### config.mk
export PLATFORM = sky130hd
export DESIGN_NAME = hsv_to_rgb
export DESIGN_NICKNAME = d
export VERILOG_FILES = /design/src/design/hsvrgb_pkg.sv /design/src/design/hsvrgb_hue_split.sv /design/src/design/hsv_to_rgb.sv
export SDC_FILE = /design/constraint.sdc
export NUM_CORES = 1
export LEC_CHECK = 0
export BUFFER_PORTS_ARGS = -buffer_cell sky130_fd_sc_hd__buf_2
export CAP_MARGIN = 10
export CORE_UTILIZATION = 50
export CTS_CLUSTER_SIZE = 10
export DETAILED_ROUTE_END_ITERATION = 10
export MAX_ROUTING_LAYER = met4
export PLACE_DENSITY = 0.7
export SETUP_SLACK_MARGIN = 0.15
export SYNTH_ARGS = -nofsm -noshare
export SYNTH_HDL_FRONTEND = slang
export SYNTH_SLANG_ARGS = --single-unit
### constraint.sdc
create_clock -name i_clk -period 9.9 [get_ports i_clk]
set_input_delay 1.98 -clock i_clk [delete_from_list [all_inputs] [get_ports i_clk]]
set_output_delay 1.98 -clock i_clk [all_outputs]
set_load 0.005 [all_outputs]
### src/design/hsvrgb_pkg.sv
// Shared types, constants and helpers for the HSV to RGB converter.
// No dependencies; imported by hsvrgb_hue_split and hsv_to_rgb.
`timescale 1ns / 1ps
`default_nettype none

package hsvrgb_pkg;

    // Hue sector, named by the channel that sits at full level and the one that moves
    typedef enum logic [2:0] {
        SECTOR_RED_GREEN  = 3'd0,
        SECTOR_GREEN_RED  = 3'd1,
        SECTOR_GREEN_BLUE = 3'd2,
        SECTOR_BLUE_GREEN = 3'd3,
        SECTOR_BLUE_RED   = 3'd4,
        SECTOR_RED_BLUE   = 3'd5
    } t_sector;

    localparam logic [7:0]  LEVEL_MAX      = 8'd255;
    localparam logic [5:0]  SECTOR_SPAN    = 6'd60;
    // floor(x / 15) = (x * 17477) >> 18, exact for x < 2**14
    localparam logic [14:0] DIV15_MUL      = 15'd17477;
    localparam int          DIV15_SHIFT    = 18;
    // floor(x / 6) = (x * 2731) >> 14, exact for x < 2**11
    localparam logic [11:0] DIV6_MUL       = 12'd2731;
    localparam int          DIV6_SHIFT     = 14;

    // floor(x / 255), exact over the full 16-bit range of an 8x8 product
    function automatic logic [7:0] div255(input logic [15:0] x);
        logic [16:0] s;
        s = 17'(x) + 17'd1 + 17'(x[15:8]);
        return 8'(s[16:8]);
    endfunction

endpackage

`default_nettype wire

### src/design/hsvrgb_hue_split.sv
// Hue split: two register stages that turn a 16-bit hue into a sector and
// a 0..250 fraction within that sector. Depends on hsvrgb_pkg.
`timescale 1ns / 1ps
`default_nettype none

module hsvrgb_hue_split
    import hsvrgb_pkg::*;
(
    input  wire logic        i_clk,
    input  wire logic        i_en,
    input  wire logic [15:0] i_hue,
    output t_sector          o_sector,
    output logic [7:0]       o_frac
);

    logic [10:0] r_q60;
    logic [15:0] r_hue;
    logic [28:0] w_div15;
    logic [22:0] w_div6;
    logic [8:0]  w_q6;
    logic [16:0] w_q60x60;
    logic [15:0] w_rem;
    logic [10:0] w_sec;
    logic [10:0] w_frac17;
    t_sector     r_sector;
    logic [7:0]  r_frac;

    // hue / 60 as (hue >> 2) / 15
    assign w_div15 = 29'(i_hue[15:2]) * 29'(DIV15_MUL);

    always_ff @(posedge i_clk) begin
        if (i_en) begin
            r_q60 <= w_div15[28:DIV15_SHIFT];
            r_hue <= i_hue;
        end
    end

    // remainder within the 60-degree span, and sector = (hue / 60) mod 6
    assign w_q60x60 = {r_q60, 6'b0} - {4'b0, r_q60, 2'b0};
    assign w_rem    = r_hue - w_q60x60[15:0];
    assign w_div6   = 23'(r_q60) * 23'(DIV6_MUL);
    assign w_q6     = w_div6[22:DIV6_SHIFT];
    assign w_sec    = r_q60 - (11'({w_q6, 2'b0}) + 11'({w_q6, 1'b0}));
    // rem * 255 / 60 == rem * 17 / 4
    assign w_frac17 = {1'b0, w_rem[5:0], 4'b0} + 11'(w_rem[5:0]);

    always_ff @(posedge i_clk) begin
        if (i_en) begin
            r_sector <= t_sector'(w_sec[2:0]);
            r_frac   <= w_frac17[9:2];
        end
    end

    assign o_sector = r_sector;
    assign o_frac   = r_frac;

endmodule

`default_nettype wire

### src/design/hsv_to_rgb.sv
// HSV to RGB converter, 8-bit channels, six-stage pipeline.
// Depends on hsvrgb_pkg and hsvrgb_hue_split.
//
// Input channel: i_valid / o_stall carry a request of hue (16 bits, any
// value, taken modulo 360), saturation and brightness. Output channel:
// o_valid / i_stall carry one RGB triple per request, in order.
// A request is taken on a clock edge with valid high and stall low.
//
// Throughput is one request per cycle while o_stall stays low; the
// pipeline depth is set by the two multiply-then-divide-by-255 steps,
// each split into a product stage and a reciprocal stage, after the two
// hue-split stages.
//
// When the receiver stalls with a result waiting, the whole pipeline holds
// and o_stall rises; nothing is dropped or repeated. Bubbles stay in place.
// Reset (synchronous, active low) clears all valid bits; data registers are
// not reset. Zero saturation gives grey, all channels at the brightness.
`timescale 1ns / 1ps
`default_nettype none

module hsv_to_rgb
    import hsvrgb_pkg::*;
(
    input  wire logic        i_clk,
    input  wire logic        i_rst_n,
    input  wire logic        i_valid,
    output logic             o_stall,
    input  wire logic [15:0] i_hue,
    input  wire logic [7:0]  i_saturation,
    input  wire logic [7:0]  i_brightness,
    output logic             o_valid,
    input  wire logic        i_stall,
    output logic [7:0]       o_red,
    output logic [7:0]       o_green,
    output logic [7:0]       o_blue
);

    logic        w_adv;
    logic [5:0]  r_vld;
    logic [5:0]  n_vld;

    // stage 1-2 side channel
    logic [7:0]  r_s1_sat, r_s1_val, r_s2_sat, r_s2_val;
    t_sector     w_s2_sector;
    logic [7:0]  w_s2_frac;

    // stage 3
    logic [15:0] r_s3_pf, r_s3_pg;
    logic [7:0]  r_s3_kl, r_s3_val;
    logic        r_s3_grey;
    t_sector     r_s3_sector;

    // stage 4
    logic [7:0]  r_s4_kf, r_s4_kg, r_s4_kl, r_s4_val;
    logic        r_s4_grey;
    t_sector     r_s4_sector;

    // stage 5
    logic [15:0] r_s5_fall, r_s5_rise, r_s5_lo;
    logic [7:0]  r_s5_val;
    logic        r_s5_grey;
    t_sector     r_s5_sector;

    // stage 6 (output)
    logic [7:0]  w_fall, w_rise, w_lo;
    logic [7:0]  n_red, n_green, n_blue;
    logic [7:0]  r_red, r_green, r_blue;

    assign o_stall = r_vld[5] & i_stall;
    assign w_adv   = ~o_stall;

    assign n_vld = {r_vld[4:0], i_valid};

    always_ff @(posedge i_clk) begin
        if (!i_rst_n) begin
            r_vld <= '0;
        end else if (w_adv) begin
            r_vld <= n_vld;
        end
    end

    hsvrgb_hue_split u_hue_split (
        .i_clk    (i_clk),
        .i_en     (w_adv),
        .i_hue    (i_hue),
        .o_sector (w_s2_sector),
        .o_frac   (w_s2_frac)
    );

    always_ff @(posedge i_clk) begin
        if (w_adv) begin
            r_s1_sat    <= i_saturation;
            r_s1_val    <= i_brightness;
            r_s2_sat    <= r_s1_sat;
            r_s2_val    <= r_s1_val;

            r_s3_pf     <= 16'(r_s2_sat) * 16'(w_s2_frac);
            r_s3_pg     <= 16'(r_s2_sat) * 16'(LEVEL_MAX - w_s2_frac);
            r_s3_kl     <= LEVEL_MAX - r_s2_sat;
            r_s3_val    <= r_s2_val;
            r_s3_grey   <= (r_s2_sat == 8'd0);
            r_s3_sector <= w_s2_sector;

            r_s4_kf     <= LEVEL_MAX - div255(r_s3_pf);
            r_s4_kg     <= LEVEL_MAX - div255(r_s3_pg);
            r_s4_kl     <= r_s3_kl;
            r_s4_val    <= r_s3_val;
            r_s4_grey   <= r_s3_grey;
            r_s4_sector <= r_s3_sector;

            r_s5_fall   <= 16'(r_s4_val) * 16'(r_s4_kf);
            r_s5_rise   <= 16'(r_s4_val) * 16'(r_s4_kg);
            r_s5_lo     <= 16'(r_s4_val) * 16'(r_s4_kl);
            r_s5_val    <= r_s4_val;
            r_s5_grey   <= r_s4_grey;
            r_s5_sector <= r_s4_sector;

            r_red       <= n_red;
            r_green     <= n_green;
            r_blue      <= n_blue;
        end
    end

    assign w_fall = div255(r_s5_fall);
    assign w_rise = div255(r_s5_rise);
    assign w_lo   = div255(r_s5_lo);

    always_comb begin
        n_red   = r_s5_val;
        n_green = r_s5_val;
        n_blue  = r_s5_val;
        if (!r_s5_grey) begin
            case (r_s5_sector)
                SECTOR_RED_GREEN: begin
                    n_red = r_s5_val; n_green = w_rise; n_blue = w_lo;
                end
                SECTOR_GREEN_RED: begin
                    n_red = w_fall; n_green = r_s5_val; n_blue = w_lo;
                end
                SECTOR_GREEN_BLUE: begin
                    n_red = w_lo; n_green = r_s5_val; n_blue = w_rise;
                end
                SECTOR_BLUE_GREEN: begin
                    n_red = w_lo; n_green = w_fall; n_blue = r_s5_val;
                end
                SECTOR_BLUE_RED: begin
                    n_red = w_rise; n_green = w_lo; n_blue = r_s5_val;
                end
                default: begin
                    n_red = r_s5_val; n_green = w_lo; n_blue = w_fall;
                end
            endcase
        end
    end

    assign o_valid = r_vld[5];
    assign o_red   = r_red;
    assign o_green = r_green;
    assign o_blue  = r_blue;

    // a held pipeline always has a result waiting at the output
    a_stall_has_result: assert property (@(posedge i_clk) disable iff (!i_rst_n)
        o_stall |-> o_valid)
        else $error("o_stall raised with no result at the output");

    // a request accepted while the pipeline keeps advancing reaches the output
    a_latency: assert property (@(posedge i_clk) disable iff (!i_rst_n)
        (i_valid && !o_stall) ##1 !o_stall ##1 !o_stall ##1 !o_stall
            ##1 !o_stall ##1 !o_stall |=> o_valid)
        else $error("accepted request did not reach the output in six cycles");

    // a stalled result is still there on the next cycle
    a_stall_keeps_valid: assert property (@(posedge i_clk) disable iff (!i_rst_n)
        (o_valid && i_stall) |=> o_valid)
        else $error("result dropped while the receiver stalled");

endmodule

`default_nettype wire
# [Yosys cells after proc, flatten, opt, wreduce, memory -nomap -nowiden]
# Index checks and enable logic that the tools add are counted.
[word_totals] ff_bits=238 output_inout_bits=26 elab_cells=73
[classes] addsub=19 mul=7 n_eq_ne=4 n_mux=6 bitwise_logic=1 n_reduce_logical=6
[op_table] cell="adder 16 x 1 -> 16 bit (second input constant)" count=5
[op_table] cell="adder 16 x 8 -> 16 bit" count=5
[op_table] cell="case mux 8 bit (3 select lines)" count=3
[op_table] cell="multiplier 8 x 8 -> 16 bit" count=4
[op_table] cell="multiplier 14 x 15 -> 29 bit (second input constant)" count=1
[op_table] cell="two-way mux 8 bit" count=3
[op_table] cell="subtractor 8 bit (first input constant)" count=3
[op_table] cell="multiplier 11 x 12 -> 16 bit (second input constant)" count=1
[op_table] cell="multiplier 9 x 9 -> 16 bit" count=1
[op_table] cell="adder 10 x 6 -> 10 bit" count=1
[op_table] cell="subtractor 8 x 8 -> 9 bit (first input constant)" count=1
[op_table] cell="logical NOT 8 bit" count=1
[op_table] cell="OR reduction 2 bit" count=4
[op_table] cell="== test 3 x 2 -> 1 bit (second input constant)" count=2
[op_table] cell="subtractor 1 x 6 -> 6 bit (first input constant)" count=1
[op_table] cell="subtractor 6 bit" count=1
[op_table] cell="adder 3 bit" count=1
[op_table] cell="== test 3 x 1 -> 1 bit (second input constant)" count=1
[op_table] cell="== test 3 bit (second input constant)" count=1
[op_table] cell="logical NOT 3 bit" count=1
[op_table] cell="subtractor 3 bit" count=1
[op_table] cell="bitwise AND 1 bit" count=1

# [Longest topological paths before layout]
# Gate-level depths: netlist of run 1.
[depth] ltp_word=4 depth_mapped=21 depth_no_buf=21

# [By module]
# Synthesis of run 1 repeated with hierarchy kept, for this count alone.
[unflattened] cells_unflattened=2257 area_unflattened_um2=23961.7
[by_module_without_submodules] mod="hsv_to_rgb" instances=1 cells_per_inst=1821 area_per_inst_um2=19192.2 seq_area_each_um2=6246.0
[by_module_without_submodules] mod="hsvrgb_hue_split" instances=1 cells_per_inst=436 area_per_inst_um2=4769.6 seq_area_each_um2=840.8

# [Least setup slack after synthesis of run 1]
# OpenSTA, ideal clock, no wires.
[synth_timing] kind="input-to-output" start="input i_stall" end="output o_stall" t_arrival_ns=7.871 required_time_ns=7.920 slack_ns=0.049 cell_stages=2 n_path_buf=0 cell_sequence="nand2_1 inv_1"
[synth_via] elab_chain_cells=1
[synth_rtl] item="from (decl)" line_no="hsv_to_rgb.sv:32" source="input wire logic i_stall,"
[synth_rtl] item="bitwise AND 1 bit" line_no="hsv_to_rgb.sv:69" source="assign o_stall = r_vld[5] & i_stall;"
[synth_rtl] item="to (decl)" line_no="hsv_to_rgb.sv:27" source="output logic o_stall,"
# Every way passes these cells.

# [Worst setup path in the final report of run 1]
[layout_timing] start="input i_hue[7]" end="register u_hue_split.r_q60[10], data pin"
[layout_via] elab_chain_cells=1
[layout_rtl] item="from (decl)" line_no="hsv_to_rgb.sv:28" source="input wire logic [15:0] i_hue,"
[layout_rtl] item="multiplier 14 x 15 -> 29 bit" line_no="hsvrgb_hue_split.sv:29" source="assign w_div15 = 29'(i_hue[15:2]) * 29'(DIV15_MUL);"
[layout_rtl] item="named net u_hue_split.w_div15[28]" line_no="hsvrgb_hue_split.sv:18" source="logic [28:0] w_div15;"
[layout_rtl] item="to (signal assigned)" line_no="hsvrgb_hue_split.sv:33" source="r_q60 <= w_div15[28:DIV15_SHIFT];"
[layout_rtl] item="to (decl)" line_no="hsvrgb_hue_split.sv:16" source="logic [10:0] r_q60;"
# The timed path passes the listed nets, and every way through them passes these cells.
# A chain may end at the register's enable or synchronous reset.

==> results of run 1 <==
==> cell usage after synthesis, types with 31 or more instances <==
cell / instances
ha_1: 358
nand3_1: 31
xor2_1: 40
nor2_1: 95
xnor2_1: 84
and2_1: 146
fa_1: 230
inv_1: 391
edfxtp_1: 232
nand2_1: 184
a21oi_1: 65
clkbuf_1: 44
==> sequential cells by signal, summed over array words and instances (netlist names), 6 cells and up <==
name                cells
r_s3_pf                16
r_s3_pg                16
r_s5_fall              16
r_s5_lo                16
r_s5_rise              16
u_hue_split.r_q60      11
o_blue                  8
o_green                 8
o_red                   8
r_s1_sat                8
r_s1_val                8
r_s2_sat                8
r_s2_val                8
r_s3_kl                 8
r_s3_val                8
r_s4_kf                 8
r_s4_kg                 8
r_s4_kl                 8
r_s4_val                8
r_s5_val                8
u_hue_split.o_frac      8
r_vld                   6
u_hue_split.r_hue       6
==> worst register-to-register path, cell delays in order (launching register included) <==
cell      delay, ps
edfxtp_1        430
ha_1            330
inv_1            90
fa_1            560
inv_1            70
fa_1            460
fa_1            500
inv_1            50
fa_1            470
inv_1            40
ha_1            300
nand3_1          80
a21oi_1          50
or3_1           340
a21oi_1         170
xnor2_1         140
ha_1            180
xor2_1          220
xnor2_1         120
xnor2_1         200
xnor2_1         160
xnor2_1          90
==> per-layer routing <==
metal / GRT usage [%] / up-vias
met5: - / -
met4: 5.21 / 0
met3: 2.11 / 67
met2: 32.8 / 266
met1: 25.1 / 7486
li1: - / 7469
==> path summary, 6_finish.rpt <==
check,slack [ps],from,to,cells past startpoint
max,3980,i_hue[7],u_hue_split.r_q60[10],18
min,410,r_s3_sector[0],r_s4_sector[0],0
max reg2reg,4600,u_hue_split.r_q60[5],u_hue_split.o_sector[2],21
min reg2reg,410,r_s3_sector[0],r_s4_sector[0],0
==> final cells by class <==
| cell class | instances | area (sq um) |
|---|---|---|
| clock inverter | 7 | 71.3 |
| multi-input combinational | 1537 | 14800 |
| timing repair buffer | 67 | 350 |
| sequential | 238 | 7090 |
| clock buffer | 44 | 833 |
| antenna | 1 | 2.50 |
| tap | 607 | 759 |
| inverter | 395 | 1480 |
| fill | 4012 | 21100 |
==> logic make-up after synthesis <==
logic type                 Yosys count  synth area share [%]
muxes                               11                 0.488
and+or+nand+nor                    564                  11.9
DFF                                238                  30.1
AOI/OAI and AO/OA                  250                  7.32
adders and majority gates          588                  38.5
buffers and inverters              445                  7.09
xor gates and xnor gates           124                  4.61
==> cells in the final DEF, fill, tap and decap left out, types with 30 or more instances in the layout <==
cell type and count:
a21oi_1 65, and2_1 146, buf_2 61, clkbuf_16 30
edfxtp_1 232, fa_1 230, ha_1 358, inv_1 391
nand2_1 183, nand3_1 31, nor2_1 95, xnor2_1 84
xor2_1 40
==> metrics by stage <==
stage	hold WS (ps)	cell area (sq um)	std cells	util, %	setup slack [ps]
floorplan	400	23600	2220	-	2550
global placement	401	24500	2844	52.7	3500
detailed placement	405	24500	2844	52.7	3420
CTS	415	25400	2895	54.6	4000
global route	421	25400	2896	54.6	3710
finish	415	25400	2896	54.6	3980
==> flow_summary_export.csv, run 1 <==
group,metric,value,unit
die,dieArea,48000,sq um
detailed_routing,drc,0,
critical_path,path_class,"in -> reg",
yosys,yosys.area.top_type,"edfxtp_1",
finish,area_growth_syn_to_layout,7.82,%
critical_path,slowest_delay,430,ps
critical_path,cpMostUsedCell,"ha_1",
detailed_routing,wl_met3,1460,um
sta,worst_pin_slew,1160,ps
clock_network,path_clk_slew,60,ps
sta,final_max_slew_viol_count,0,
sta,slew_headroom,22.7,%
detailed_routing,ant_nets,0,
yosys,ys_async_sr_fraction,0,%
detailed_routing,vias_per_cell,5.28,
critical_path,cpMaxStageDelayCell,"fa_1",
die,io_pins,62,
global_routing,grt_pass1_vias,15900,
detailed_routing,drt-pass1-iter-count,5,
placed_design,dp_hpwl,33800,um
sta,setup_viol,0,
yosys,syn-cell-area,23600,sq um
sta,rsz0062_at_grt,"no",
critical_path,crit_chain,"buf_2, ha_1, ha_1, ha_1, fa_1, inv_1, fa_1, inv_1, fa_1, ha_1, nand4_1, nor3_2, nor4b_2, a211oi_2, a41oi_2, o2111ai_2, a31oi_1, xnor2_1",
sta,post-route-min-period,5920,ps
yosys,synth-edff-count,232,
clock_network,htreeDepth,1,
die,rows,79,
detailed_routing,wl_met1,19800,um
critical_path,setup.worst_path.end_class,"flop",
clock_network,tritoncts,"done",
yosys,ys_warn_count,0,
yosys,ys.flop_type,"edfxtp_1",
die,initial_core_util,50.6,%
die,fp.dieH,219,um
yosys,synth_seq_cells,238,
detailed_routing,vias,15300,
global_routing,grtUsageTotal,19.5,%
finish,drive_above_1_share,5.99,%
yosys,synth.area.top_cells,"edfxtp_1, fa_1, ha_1",
detailed_routing,top_layer_used,"met4",
sta,fmax,169,MHz
clock_network,cts_buffer_depth,3,
sta,skew,14.4,ps
placed_design,port_buffers,61,
flow_run,cap_violations,0,
critical_path,cp_max_fo,5,
clock_network,cts_resized,0,
yosys,synth_cell_types,76,
clock_network,cts_buffers,30,
worst_hold_path,hold_class,"reg -> reg",
detailed_routing,wirelength,43300,um
critical_path,critPathLaunchType,"input port",
yosys,synth_nets,2844,
clock_network,cts.sink_count,238,
yosys,yosysSeqAreaShare,30.1,%
global_routing,grt_overflow_total,0,
detailed_routing,wl_met2,21000,um
die,coreArea,46600,sq um
run_status,outcome,"complete, no violations",
clock_network,cts_setup_buffers,0,
die,die_w,219,um
detailed_routing,drtIter0Drc,777,
placed_design,gp_congestion,0.866,
global_routing,grt_max_degree,86,
clock_network,clkLatencyLatePin,560,ps
clock_network,root_buffer,"clkbuf_16",
critical_path,crit_arrival,6240,ps
sta,final.period_utilization,59.8,%
critical_path,cp_top_family,"adder cells",
global_routing,antenna_found_initial,1,
critical_path,cp.buffers_inverters,3,
finish,final_net_count,2893,
yosys,synth_top_area_share,29.5,%
detailed_routing,wl_per_cell,14.9,um
sta,tns,0,ps
global_routing,grt_pass1_wl,74900,um
yosys,synthCells,2220,
yosys,avgSynthCellArea,10.6,sq um
sta,final_hold_viol_count,0,
clock_network,cts.hold.buffers_added,0,
critical_path,required,10210,ps
Power of run 1 is left out: the tool's default activity adds up to more than one toggle a clock period on the data nets, which glitch-free logic cannot reach.
==> run 2: changes to the inputs <==
--- a/config.mk
+++ b/config.mk
@@ -11,7 +11,7 @@
 export CTS_CLUSTER_SIZE = 10
 export DETAILED_ROUTE_END_ITERATION = 10
 export MAX_ROUTING_LAYER = met4
-export PLACE_DENSITY = 0.7
+export PLACE_DENSITY = 0.67
 export SETUP_SLACK_MARGIN = 0.15
 export SYNTH_ARGS = -nofsm -noshare
 export SYNTH_HDL_FRONTEND = slang
==> constraint.sdc (replaced) <==
create_clock -name i_clk -period 6.15 [get_ports i_clk]
set_input_delay 1.23 -clock i_clk [delete_from_list [all_inputs] [get_ports i_clk]]
set_output_delay 1.23 -clock i_clk [all_outputs]
set_load 0.005 [all_outputs]
==> run 2 against run 1 <==
Effect of this change: final cell count decreased by 0.10%; utilization is essentially flat; register-to-register slack lost 3700 ps; count of clock-buffer cells in the layout fell by 7; sequential share of layout area hardly changed; via count is 0.31% higher; routed wire length grew 1.3%; critical path type is now reg -> reg; first-iteration DRC count rose by 3.3%; clock skew grew 13 ps; worst hold slack lost 4.6 ps; non-clock buffer count grew 4.
==> flow_summary_export.csv, run 2 (synthesized netlist as in run 1, its figures left out) <==
group,metric,value,unit
run_status,outcome,"complete, no violations",
finish,final_net_count,2897,
critical_path,crit_cells,21,
detailed_routing,drc,0,
sta,rsz0062_at_grt,"no",
clock_network,cts_resized,0,
detailed_routing,drtIter0Drc,803,
clock_network,cts_setup_buffers,0,
finish,mostFrequentLayoutCells,"inv_1, ha_1, edfxtp_1",
critical_path,slowest_delay,560,ps
critical_path,crit_arrival,5600,ps
finish,finalInstanceArea,25400,sq um
sta,final.period_utilization,86.2,%
placed_design,dp_hpwl,34600,um
worst_hold_path,hold_class,"reg -> reg",
finish,final_common_cell,"inv_1",
detailed_routing,vias,15300,
worst_hold_path,worstHoldEndpoint,"r_s4_kl[6]",
finish,area_growth_syn_to_layout,7.89,%
critical_path,path_class,"reg -> reg",
clock_network,clkLatencyLatePin,570,ps
critical_path,crit_chain,"ha_1, inv_1, fa_1, inv_1, fa_1, fa_1, inv_1, fa_1, inv_1, ha_1, nand3_1, a21oi_1, or3_1, a21oi_1, xnor2_1, ha_1, xor2_1, xnor2_1, xnor2_1, xnor2_1, xnor2_1",
sta,fmax,189,MHz
sta,worst_pin_slew,1070,ps
global_routing,grt_pass1_wl,74300,um
clock_network,cts.sink_count,238,
critical_path,cpMaxStageDelayCell,"fa_1",
global_routing,grt_pass1_vias,15600,
clock_network,tritoncts,"done",
die,coreArea,46600,sq um
critical_path,cpMostUsedCell,"xnor2_1",
critical_path,worst_r2r_endpoint,"u_hue_split.o_sector[2]",
detailed_routing,vias_per_cell,5.30,
critical_path,required,6450,ps
die,die_w,219,um
clock_network,cts_buffer_depth,3,
detailed_routing,wl_per_cell,15.2,um
worst_hold_path,min-delay-start,"r_s3_kl[6]",
die,dieArea,48000,sq um
finish,drive_above_1_share,6.04,%
sta,final_hold_viol_count,0,
detailed_routing,ant_nets,0,
critical_path,cp.buffers_inverters,4,
global_routing,antenna_found_initial,0,
placed_design,port_buffers,61,
placed_design,gp_congestion,0.858,
critical_path,setup.worst_path.end_class,"flop",
global_routing,grtUsageTotal,19.5,%
critical_path,r2r_cells,21,
sta,skew,27.5,ps
die,io_pins,62,
flow_run,cap_violations,0,
critical_path,critPathLaunchType,"flop",
clock_network,cts.hold.buffers_added,0,
global_routing,grt_max_degree,90,
die,rows,79,
sta,tns,0,ps
worst_hold_path,holdPathStages,0,
finish,insertedDiodeCount,0,
clock_network,path_clk_slew,50,ps
clock_network,root_buffer,"clkbuf_16",
placed_design,dpl_cell_area,24500,sq um
clock_network,htreeDepth,1,
detailed_routing,drt-pass1-iter-count,5,
sta,final_max_slew_viol_count,0,
critical_path,rrSetupSlack,850,ps
sta,setup_viol,0,
critical_path,cp_max_fo,3,
clock_network,cts_buffers,30,
critical_path,cp_top_family,"adder cells",
critical_path,r2r_start,"u_hue_split.r_q60[5]",
detailed_routing,wirelength,43800,um
die,fp.dieH,219,um
die,initial_core_util,50.6,%
sta,post-route-min-period,5300,ps
global_routing,grt_overflow_total,0,
sta,slew_headroom,28.9,%
## run 2: cell types whose count changed in the layout (fill, tap and decap cells not counted), moves of 2 or more
| cell | previous run | this run |
|---|---|---|
| clkbuf_8 | 3 | 0 |
| clkbuf_1 | 11 | 7 |
| clkinv_2 | 2 | 0 |
| buf_4 | 6 | 10 |
## run 2: worst max-delay path by stage
stage,slack [ps],start,end
after floorplan,300,i_stall,o_stall
after global placement,500,i_hue[7],u_hue_split.r_q60[10]
after detailed placement,450,i_hue[7],u_hue_split.r_q60[10]
after CTS,840,u_hue_split.r_q60[5],u_hue_split.o_sector[2]
after global routing,580,u_hue_split.r_q60[5],u_hue_split.o_sector[2]
final,850,u_hue_split.r_q60[5],u_hue_split.o_sector[2]
## run 2: metal layers
layer	vias to the layer above	global-route usage, %	part of all wire, %
met2	272	32.7	49
li1	7462	-	-
met1	7545	25.2	46
met4	0	4.88	2.2
met3	57	2.09	3.3
met5	-	-	0
## run 2: cell type report
type                    count  area (sq um)
multi-input cells        1537         14800
well taps                 607           759
clock inverters             8           118
fillers                  4036         21100
clock buffers              37           777
flip-flops and latches    238          7090
inverters                 395          1480
repair buffers             71           380
## run 2: worst reg2reg max path: cells and delay by family (launching register included)
family / cells / cell delay, ps
flops: 1 / 430
xor+xnor: 6 / 910
compound gates: 2 / 240
simple gates: 2 / 430
fa+ha+maj: 7 / 2790
buf+inv: 4 / 250
## run 2: stage by stage
step / util [%] / setup slack, ps / hold WS [ps] / cells
final: 54.6 / 851 / 410 / 2893
after CTS: 54.6 / 837 / 413 / 2893
after detailed placement: 52.7 / 453 / 405 / 2848
after global placement: 52.7 / 503 / 401 / 2848
after global routing: 54.6 / 581 / 417 / 2893
after floorplan: - / 304 / 400 / 2220
Power of run 2 is left out for the same reason.
